[src/rtl/core/assert_macros.svh]
// assertion macros shared by the display rtl
`ifndef ASSERT_MACROS_SVH
`define ASSERT_MACROS_SVH

// same-cycle implication, disabled during reset
`define ASSERT_IMPLIES(label, clk, rst, ante, cons, msg) \
   label: assert property (@(posedge clk) disable iff (rst) (ante) |-> (cons)) \
      else $error(msg);

// next-cycle implication, disabled during reset
`define ASSERT_NEXT(label, clk, rst, ante, cons, msg) \
   label: assert property (@(posedge clk) disable iff (rst) (ante) |=> (cons)) \
      else $error(msg);

`endif

[src/rtl/core/adsd_pkg.sv]
// types, codes and segment table for the decimal display block
package adsd_pkg;

   localparam int SEG_WIDTH   = 8;
   localparam int BCD_WIDTH   = 4;
   localparam int LEVEL_BITS  = 6;

   localparam logic [SEG_WIDTH-1:0]  SEG_BLANK   = 8'hFF;
   localparam logic [SEG_WIDTH-1:0]  SELECT_BASE = 8'h10;
   localparam logic [LEVEL_BITS-1:0] LEVEL_OFF   = 6'h3F;

   typedef enum logic [1:0] {
      OP_SAMPLE = 2'd0,
      OP_SCAN   = 2'd1,
      OP_SWITCH = 2'd2
   } opcode_type;

   typedef enum logic [1:0] {
      ST_IDLE = 2'b01,
      ST_CONV = 2'b10
   } state_type;

   // status from the serial converter to the top level
   typedef struct packed {
      logic busy;
      logic done;
      logic overflow;
   } conv_status_type;

   // active-low seven-segment pattern of one decimal digit
   function automatic logic [SEG_WIDTH-1:0] seg_encode(input logic [BCD_WIDTH-1:0] digit);
      logic [SEG_WIDTH-1:0] pattern;
      case (digit)
         4'd0:    pattern = 8'h03;
         4'd1:    pattern = 8'h9F;
         4'd2:    pattern = 8'h25;
         4'd3:    pattern = 8'h0D;
         4'd4:    pattern = 8'h99;
         4'd5:    pattern = 8'h49;
         4'd6:    pattern = 8'h41;
         4'd7:    pattern = 8'h1F;
         4'd8:    pattern = 8'h01;
         4'd9:    pattern = 8'h09;
         default: pattern = SEG_BLANK;
      endcase
      return pattern;
   endfunction

endpackage

[src/rtl/core/adsd_bcd_conv.sv]
// bit-serial binary to bcd converter (shift and add-3)
module adsd_bcd_conv
   import adsd_pkg::*;
#(
   parameter int DIGIT_COUNT = 4,
   parameter int SAMPLE_BITS = 10
) (
   input  logic                                  clock,
   input  logic                                  reset,
   input  logic                                  start,
   input  logic [SAMPLE_BITS-1:0]                value,
   output conv_status_type                       status,
   output logic [DIGIT_COUNT-1:0][BCD_WIDTH-1:0] digits
);

   localparam int CW = $clog2(SAMPLE_BITS + 1);

   logic [SAMPLE_BITS-1:0]                shift_ff, shift_in;
   logic [DIGIT_COUNT-1:0][BCD_WIDTH-1:0] bcd_ff, bcd_in;
   logic [DIGIT_COUNT-1:0][BCD_WIDTH-1:0] adj;
   logic [CW-1:0]                         count_ff, count_in;
   logic                                  busy_ff, busy_in;
   logic                                  done_ff, done_in;
   logic                                  ovf_ff, ovf_in;

   // add 3 to every digit of five or more, then shift one bit in
   always_comb begin
      for (int i = 0; i < DIGIT_COUNT; i++) begin
         adj[i] = (bcd_ff[i] >= 4'd5) ? bcd_ff[i] + 4'd3 : bcd_ff[i];
      end
   end

   always_comb begin
      shift_in = shift_ff;
      bcd_in   = bcd_ff;
      count_in = count_ff;
      busy_in  = busy_ff;
      done_in  = 1'b0;
      ovf_in   = ovf_ff;
      if (start) begin
         shift_in = value;
         bcd_in   = '0;
         count_in = CW'(SAMPLE_BITS);
         busy_in  = 1'b1;
         ovf_in   = 1'b0;
      end else if (busy_ff) begin
         for (int i = 0; i < DIGIT_COUNT; i++) begin
            if (i == 0) begin
               bcd_in[i] = {adj[i][BCD_WIDTH-2:0], shift_ff[SAMPLE_BITS-1]};
            end else begin
               bcd_in[i] = {adj[i][BCD_WIDTH-2:0], adj[i-1][BCD_WIDTH-1]};
            end
         end
         // carry out of the top digit means the value has more digits
         ovf_in   = ovf_ff | adj[DIGIT_COUNT-1][BCD_WIDTH-1];
         shift_in = shift_ff << 1;
         count_in = count_ff - 1'b1;
         if (count_ff == CW'(1)) begin
            busy_in = 1'b0;
            done_in = 1'b1;
         end
      end
   end

   always_ff @(posedge clock) begin
      shift_ff <= shift_in;
      bcd_ff   <= bcd_in;
      count_ff <= count_in;
      ovf_ff   <= ovf_in;
      if (reset) begin
         busy_ff <= 1'b0;
         done_ff <= 1'b0;
      end else begin
         busy_ff <= busy_in;
         done_ff <= done_in;
      end
   end

   assign status.busy     = busy_ff;
   assign status.done     = done_ff;
   assign status.overflow = ovf_ff;
   assign digits          = bcd_ff;

endmodule

[src/rtl/core/adc_decimal_seven_segment_display.sv]
// panel-meter display: level bar plus multiplexed decimal seven-segment readout
// scan ticks, switch samples, frozen samples and unused codes: one word per cycle unless stalled,
// result next cycle; a converter sample holds requests until conversion end, paced by the
// bit-serial shift-and-add-3 converter that moves one sample bit per cycle
// synchronous active-high reset: all digits blank, bar dark, scan index 0, not frozen,
// nothing pending; no clearing pass
module adc_decimal_seven_segment_display
   import adsd_pkg::*;
#(
   parameter int DIGIT_COUNT = 4,
   parameter int SAMPLE_BITS = 10
) (
   input  logic                   clock,
   input  logic                   reset,
   // request channel
   input  logic                   req_valid,
   output logic                   req_stall,
   input  logic [1:0]             req_opcode,
   input  logic [SAMPLE_BITS-1:0] req_sample,
   input  logic                   req_switch_level,
   // response channel
   output logic                   rsp_valid,
   input  logic                   rsp_stall,
   output logic [SEG_WIDTH-1:0]   rsp_segments,
   output logic [SEG_WIDTH-1:0]   rsp_digit_select,
   output logic [LEVEL_BITS-1:0]  rsp_level_leds,
   output logic                   rsp_frozen
);

   `include "assert_macros.svh"

   localparam int IW = (DIGIT_COUNT > 1) ? $clog2(DIGIT_COUNT) : 1;

   // control
   state_type       state_ff, state_in;
   logic            req_accept;
   logic            conv_start;
   logic            conv_done;
   logic            fire;
   opcode_type      op;
   conv_status_type conv_status;

   logic [DIGIT_COUNT-1:0][BCD_WIDTH-1:0] conv_digits;
   logic [DIGIT_COUNT-1:0][SEG_WIDTH-1:0] enc_pattern;
   logic [LEVEL_BITS-1:0]                 level_top;

   // display state
   logic [DIGIT_COUNT-1:0][SEG_WIDTH-1:0] pending_ff, pending_in;
   logic [DIGIT_COUNT-1:0][SEG_WIDTH-1:0] shown_ff, shown_in;
   logic                                  pvalid_ff, pvalid_in;
   logic [IW-1:0]                         scan_ff, scan_in;
   logic [LEVEL_BITS-1:0]                 level_ff, level_in;
   logic                                  switch_prev_ff, switch_prev_in;
   logic                                  frozen_ff, frozen_in;

   // response register
   logic                  rsp_valid_ff, rsp_valid_in;
   logic [SEG_WIDTH-1:0]  rsp_seg_ff, rsp_sel_ff;
   logic [LEVEL_BITS-1:0] rsp_level_ff;
   logic                  rsp_frozen_ff;

   // hold requests while converting or while an old word is still stuck at the output
   assign req_stall  = (state_ff != ST_IDLE) || (rsp_valid_ff && rsp_stall);
   assign req_accept = req_valid && !req_stall;
   assign op         = opcode_type'(req_opcode);
   assign conv_start = req_accept && (op == OP_SAMPLE) && !frozen_ff;
   assign conv_done  = (state_ff == ST_CONV) && conv_status.done;
   // a word is produced on every accept except a live sample, which answers at conversion end
   assign fire       = (req_accept && !conv_start) || conv_done;

   adsd_bcd_conv #(
      .DIGIT_COUNT(DIGIT_COUNT),
      .SAMPLE_BITS(SAMPLE_BITS)
   ) u_conv (
      .clock  (clock),
      .reset  (reset),
      .start  (conv_start),
      .value  (req_sample),
      .status (conv_status),
      .digits (conv_digits)
   );

   // top six sample bits drive the bar; narrow samples are padded on the right
   generate
      if (SAMPLE_BITS >= LEVEL_BITS) begin : g_level_wide
         assign level_top = req_sample[SAMPLE_BITS-1 -: LEVEL_BITS];
      end else begin : g_level_narrow
         assign level_top = {req_sample, {(LEVEL_BITS - SAMPLE_BITS){1'b0}}};
      end
   endgenerate

   // segment encode with leading-zero blanking; units digit always lit,
   // and nothing blanks when the value overflows the digit count
   always_comb begin
      logic keep;
      keep = conv_status.overflow;
      for (int i = DIGIT_COUNT - 1; i >= 0; i--) begin
         keep = keep | (conv_digits[i] != '0);
         enc_pattern[i] = (keep || i == 0) ? seg_encode(conv_digits[i]) : SEG_BLANK;
      end
   end

   // state update per word
   always_comb begin
      state_in       = state_ff;
      pending_in     = pending_ff;
      shown_in       = shown_ff;
      pvalid_in      = pvalid_ff;
      scan_in        = scan_ff;
      level_in       = level_ff;
      switch_prev_in = switch_prev_ff;
      frozen_in      = frozen_ff;
      if (conv_done) begin
         pending_in = enc_pattern;
         pvalid_in  = 1'b1;
         state_in   = ST_IDLE;
      end else if (req_accept) begin
         case (op)
            OP_SAMPLE: begin
               if (!frozen_ff) begin
                  level_in = ~level_top;
                  state_in = ST_CONV;
               end
            end
            OP_SCAN: begin
               // wrap of the multiplex index swaps in a pending set
               if (scan_ff == IW'(DIGIT_COUNT - 1)) begin
                  scan_in = '0;
                  if (pvalid_ff) begin
                     shown_in  = pending_ff;
                     pvalid_in = 1'b0;
                  end
               end else begin
                  scan_in = scan_ff + 1'b1;
               end
            end
            OP_SWITCH: begin
               // press is released-to-pressed
               switch_prev_in = req_switch_level;
               if (switch_prev_ff && !req_switch_level) begin
                  frozen_in = !frozen_ff;
               end
            end
            default: begin
            end
         endcase
      end
   end

   always_comb begin
      rsp_valid_in = rsp_valid_ff;
      if (fire) begin
         rsp_valid_in = 1'b1;
      end else if (rsp_valid_ff && !rsp_stall) begin
         rsp_valid_in = 1'b0;
      end
   end

   always_ff @(posedge clock) begin
      if (reset) begin
         state_ff       <= ST_IDLE;
         pending_ff     <= {DIGIT_COUNT{SEG_BLANK}};
         shown_ff       <= {DIGIT_COUNT{SEG_BLANK}};
         pvalid_ff      <= 1'b0;
         scan_ff        <= '0;
         level_ff       <= LEVEL_OFF;
         switch_prev_ff <= 1'b0;
         frozen_ff      <= 1'b0;
         rsp_valid_ff   <= 1'b0;
      end else begin
         state_ff       <= state_in;
         pending_ff     <= pending_in;
         shown_ff       <= shown_in;
         pvalid_ff      <= pvalid_in;
         scan_ff        <= scan_in;
         level_ff       <= level_in;
         switch_prev_ff <= switch_prev_in;
         frozen_ff      <= frozen_in;
         rsp_valid_ff   <= rsp_valid_in;
      end
   end

   // output word reflects the state after the item
   always_ff @(posedge clock) begin
      if (fire) begin
         rsp_seg_ff    <= shown_in[scan_in];
         rsp_sel_ff    <= SELECT_BASE << scan_in;
         rsp_level_ff  <= level_in;
         rsp_frozen_ff <= frozen_in;
      end
   end

   assign rsp_valid        = rsp_valid_ff;
   assign rsp_segments     = rsp_seg_ff;
   assign rsp_digit_select = rsp_sel_ff;
   assign rsp_level_leds   = rsp_level_ff;
   assign rsp_frozen       = rsp_frozen_ff;

   `ASSERT_IMPLIES(a_done_in_conv, clock, reset, conv_status.done, state_ff == ST_CONV, "converter done outside conversion")
   `ASSERT_IMPLIES(a_stall_in_conv, clock, reset, state_ff == ST_CONV, req_stall, "request taken during conversion")
   `ASSERT_IMPLIES(a_freeze_cause, clock, reset, !$past(reset) && (frozen_ff != $past(frozen_ff)), $past(req_accept) && ($past(req_opcode) == OP_SWITCH), "freeze changed without a switch word")
   `ASSERT_NEXT(a_sample_answers, clock, reset, conv_done, rsp_valid_ff, "conversion end gave no response")

endmodule
[config.mk]
export PLATFORM = sky130hd
export DESIGN_NAME = adc_decimal_seven_segment_display
export DESIGN_NICKNAME = d
export VERILOG_FILES = /design/src/rtl/core/adsd_pkg.sv /design/src/rtl/core/adsd_bcd_conv.sv /design/src/rtl/core/adc_decimal_seven_segment_display.sv
export VERILOG_INCLUDE_DIRS = /design/src /design/src/rtl/core
export SDC_FILE = /design/constraint.sdc
export NUM_CORES = 1
export LEC_CHECK = 0
export ABC_AREA = 1
export BUFFER_PORTS_ARGS = -buffer_cell sky130_fd_sc_hd__buf_2
export CORE_MARGIN = 4
export CORE_UTILIZATION = 50
export CTS_CLUSTER_SIZE = 14
export DETAILED_ROUTE_END_ITERATION = 8
export PLACE_DENSITY = 0.68
export SETUP_SLACK_MARGIN = 0.2
export SKIP_CTS_REPAIR_TIMING = 1
export SLEW_MARGIN = 30
export SYNTH_ARGS = -nofsm -noshare
export SYNTH_HDL_FRONTEND = slang
export SYNTH_SLANG_ARGS = --single-unit
export TNS_END_PERCENT = 10
[constraint.sdc]
create_clock -name clock -period 3 [get_ports clock]
set_input_delay 0.3 -clock clock [delete_from_list [all_inputs] [get_ports clock]]
set_output_delay 0.3 -clock clock [all_outputs]
set_load 0.1 [all_outputs]
==> results summary <==
The number of global-route vias before repair came to 4,954. The average cell area after synthesis came out at approximately 7.6 um2. The overflow left after global routing came out at 0. No sink is reached through more buffers than the 2 on the longest clock path. TritonCTS built the clock tree. Walking the worst path, the cells encountered are inv_1, ha_1, nand3_1, nand2_1, nor2_1, nand2_1, nand2_1, nand2_1, ha_1, nand4_1, nand3_1, nand2_1.

The max-capacitance violation count is 0. The clock arrives with 0.008049 ns of skew. The count of buffers from port buffering is 37. The total chip power is 6234 uW. The initial utilization of the core area, before any placement, comes to roughly half. The netlist area before placement came out at 6782 um2. The path class of the lowest-slack min-delay path is in2reg. The layout filler cell count came out at ~1.2k. The flow ran to the end, and the final reports show no timing, DRC or antenna violations. The share of async-settable or async-resettable flops after synthesis is 0%. After detailed routing, the average wire length per cell comes to 12.46 um. The synthesis-to-layout area growth came out at 13.06%. For the worst flop-to-flop path, the logic depth is 12.

The worst path needs 2.196 ns of the cycle, external delays included. The iteration-0 DRC count of the detailed router came out at 397. The die extent in y is 124.5 um. The number of max-slew violations in the final report is 0. In this run the critical register-to-register path is launched from u_conv.digits[0]. The unique cell type count in the Yosys netlist is 36. The insertion delay of the later-clocked pin in the worst-skew pair came out at 0.43 ns. The top-area cell type share of the netlist area is 34.83%. The number of antenna violations at the first check in global routing came to 0.

Setup violations remaining at the end of the flow were counted as 0. The share of layout cells above drive strength 1 came out at 9.840%. The first global-routing pass estimated 23.78 mm of wire.

The pin slew with the least headroom to its limit came out at 0.7176 ns. The critical path in this run is classified as reg2reg. The slowest cell on the critical path is dfxtp_1. The final number of hold-violating endpoints is 0. The clock buffer count from CTS is 17. The register clock-pin slew on the reported worst setup and hold paths came out at 0.06 ns.

Ranked by total cell area, the synthesized netlist is headed by dfxtp_1 (35%), edfxtp_1 (13%), nand2_1 (13%). The global-route total usage across every layer is 18.79%. For the worst setup path, the data required time is 3.32 ns. The highest fanout seen on the critical path is 6. The cell taking the most area after synthesis is dfxtp_1. The number of remaining DRC errors came out at 0. The die area came out at 15,490 um2. Setup repair after global routing left no endpoint under its margin. In this run the clock root is driven by a clkbuf_16. The layout net count is 972.

The source of the critical timing path is u_conv.digits[0]. The number of antenna diodes came out at 0. The deepest level of the CTS H-tree is 4. The static leakage came out at 0.004064 uW. Sorting the synthesized cells by how often they occur yields nand2_1 (228), inv_1 (146), dfxtp_1 (118). The number of flip-flops and latches in the synthesized netlist is 147. The worst setup path is launched from a register. The post-placement cell count is 1,079. The synthesized netlist cell count is about 890.

The most common cell in the synthesized netlist is nand2_1. The main flop type after synthesis is dfxtp_1. The number of warnings issued by yosys came out at 0. The average via count per standard cell came out at 4.848. The worst register-to-register path has a setup slack of 0.80 ns. The data arrival time of the critical path came out at 2.52 ns. Summing the sequential cell areas from Yosys gives 47.68% of the chip area. IR analysis of the VDD net gives a maximum drop of 490.7 uV. After detailed routing, the total wire length is about 14 mm. Entering global routing, the biggest net connects 33 pins.

The total power divided by cell area came out at 813.0 nW/um2. Timing would allow up to 455.3 MHz. The filler-free cell count of the finished design is between 1k and 1.5k. The HPWL after detailed placement came out at 9.655 mm. For this run, the slowest stage of the critical path takes 0.38 ns. The number of rows created at floorplan came out at 42.

The most common cell type on the critical path is nand2_1. The weighted congestion at the end of routability-driven global placement came out at approximately 0.84. The detailed-route via count is 5,386. The critical hold path startpoint is req_sample[1].

STA classifies the critical path endpoint as a register. The number of enable flip-flop cells after synthesis is 29. The number of iterations in the first detailed-routing pass came out at 5. For this design, the sink count on the clock tree is 147. The final critical path takes up 73.21% of the cycle. In this run the horizontal extent of the chip is 124.5 um. The core region is 13,240 um2. The worst pin sits at a relative slew slack of a little over half.

The number of nets still failing antenna checks after routing is 0. The number of top-level pins came out at between 40 and 50.
## layer usage
| layer | vias up | part of all wire [%] | track usage [%] |
|---|---|---|---|
| met1 | 2412 | 48 | 25.44 |
| met4 | 0 | 1.5 | 6.834 |
| met2 | 103 | 46 | 29.01 |
| met5 | - | 0 | 0 |
| met3 | 19 | 4.6 | 4.974 |
| li1 | 2852 | - | - |
## kinds of logic (layout without fill, tap and decap cells)
family	after synthesis	count (layout)	share of synthesized area [%]
AOI/OAI and AO/OA	67	67	5.904
xor gates and xnor gates	4	4	0.5166
adders and majority gates	33	33	6.089
buffers and inverters	182	227	11.01
DFF	147	147	47.68
other	1	4	0.05530
and+or+nand+nor	453	453	28.75
## placed cells by master (no fill, tap or decap), drive strengths merged, types with 8 or more instances in the layout
| master | netlist | routed |
|---|---|---|
| dfxtp | 118 | 118 |
| nand4 | 17 | 17 |
| buf | 25 | 44 |
| nor2 | 106 | 106 |
| nand3 | 85 | 85 |
| inv | 149 | 149 |
| ha | 33 | 33 |
| nor3 | 8 | 8 |
| a22oi | 9 | 9 |
| edfxtp | 29 | 29 |
| clkbuf | 6 | 23 |
| nand2 | 233 | 233 |
| a21oi | 24 | 24 |
| o21ai | 19 | 19 |
## power by group
part / switching (uW) / leakage (uW) / total (uW) / internal [uW]
clock network: 804 / 0.000288 / 2110 / 1310
registers: 143 / 0.00123 / 2470 / 2330
logic: 1160 / 0.00255 / 1650 / 485
total: 2110 / 0.00406 / 6230 / 4120
## how the worst min path moves through the flow
stage | endpoint | slack, ns | depth (start not counted)
after floorplan | u_conv.digits[0] | 0.42 | 2
after global placement | u_conv.digits[0] | 0.43 | 2
after detailed placement | u_conv.digits[0] | 0.44 | 2
after CTS | u_conv.shift_ff[1] | 0.14 | 3
after global routing | u_conv.shift_ff[3] | 0.14 | 3
final | u_conv.shift_ff[1] | 0.15 | 3
## critical path: cells and delay by family (launching register included)
kind,cells,cell delay (ns)
adder cells (fa/ha/maj),2,0.60
buffers and inverters,1,0.14
flip-flops,1,0.38
AND/OR/NAND/NOR,9,0.95
## final cells by class
| class | instances | area (um2) | area share, % |
|---|---|---|---|
| multi-input cells | 561 | 2816 | 36.73 |
| inverters | 151 | 566.8 | 7.392 |
| clock buffers | 23 | 489.2 | 6.381 |
| clock inverters | 9 | 103.9 | 1.354 |
| repair buffers | 44 | 237.7 | 3.101 |
| well taps | 176 | 220.2 | 2.872 |
| flip-flops and latches | 147 | 3233 | 42.17 |
## metrics by stage
| step | instance area [um2] | util [%] | hold WS, ns | worst slack [ns] | setup TNS (ns) |
|---|---|---|---|---|---|
| final | 7667 | 57.90 | 0.1499 | 0.8037 | 0 |
| after CTS | 7667 | 57.90 | 0.1387 | 0.7978 | 0 |
| after global routing | 7667 | 57.90 | 0.1428 | 0.5283 | 0 |
| after global placement | 7074 | 53.42 | 0.4343 | 0.8100 | 0 |
| after detailed placement | 7074 | 53.42 | 0.4365 | 0.7443 | 0 |
| after floorplan | 6793 | - | 0.4215 | -0.02520 | -0.05039 |
(Power assumes the default switching activity.)
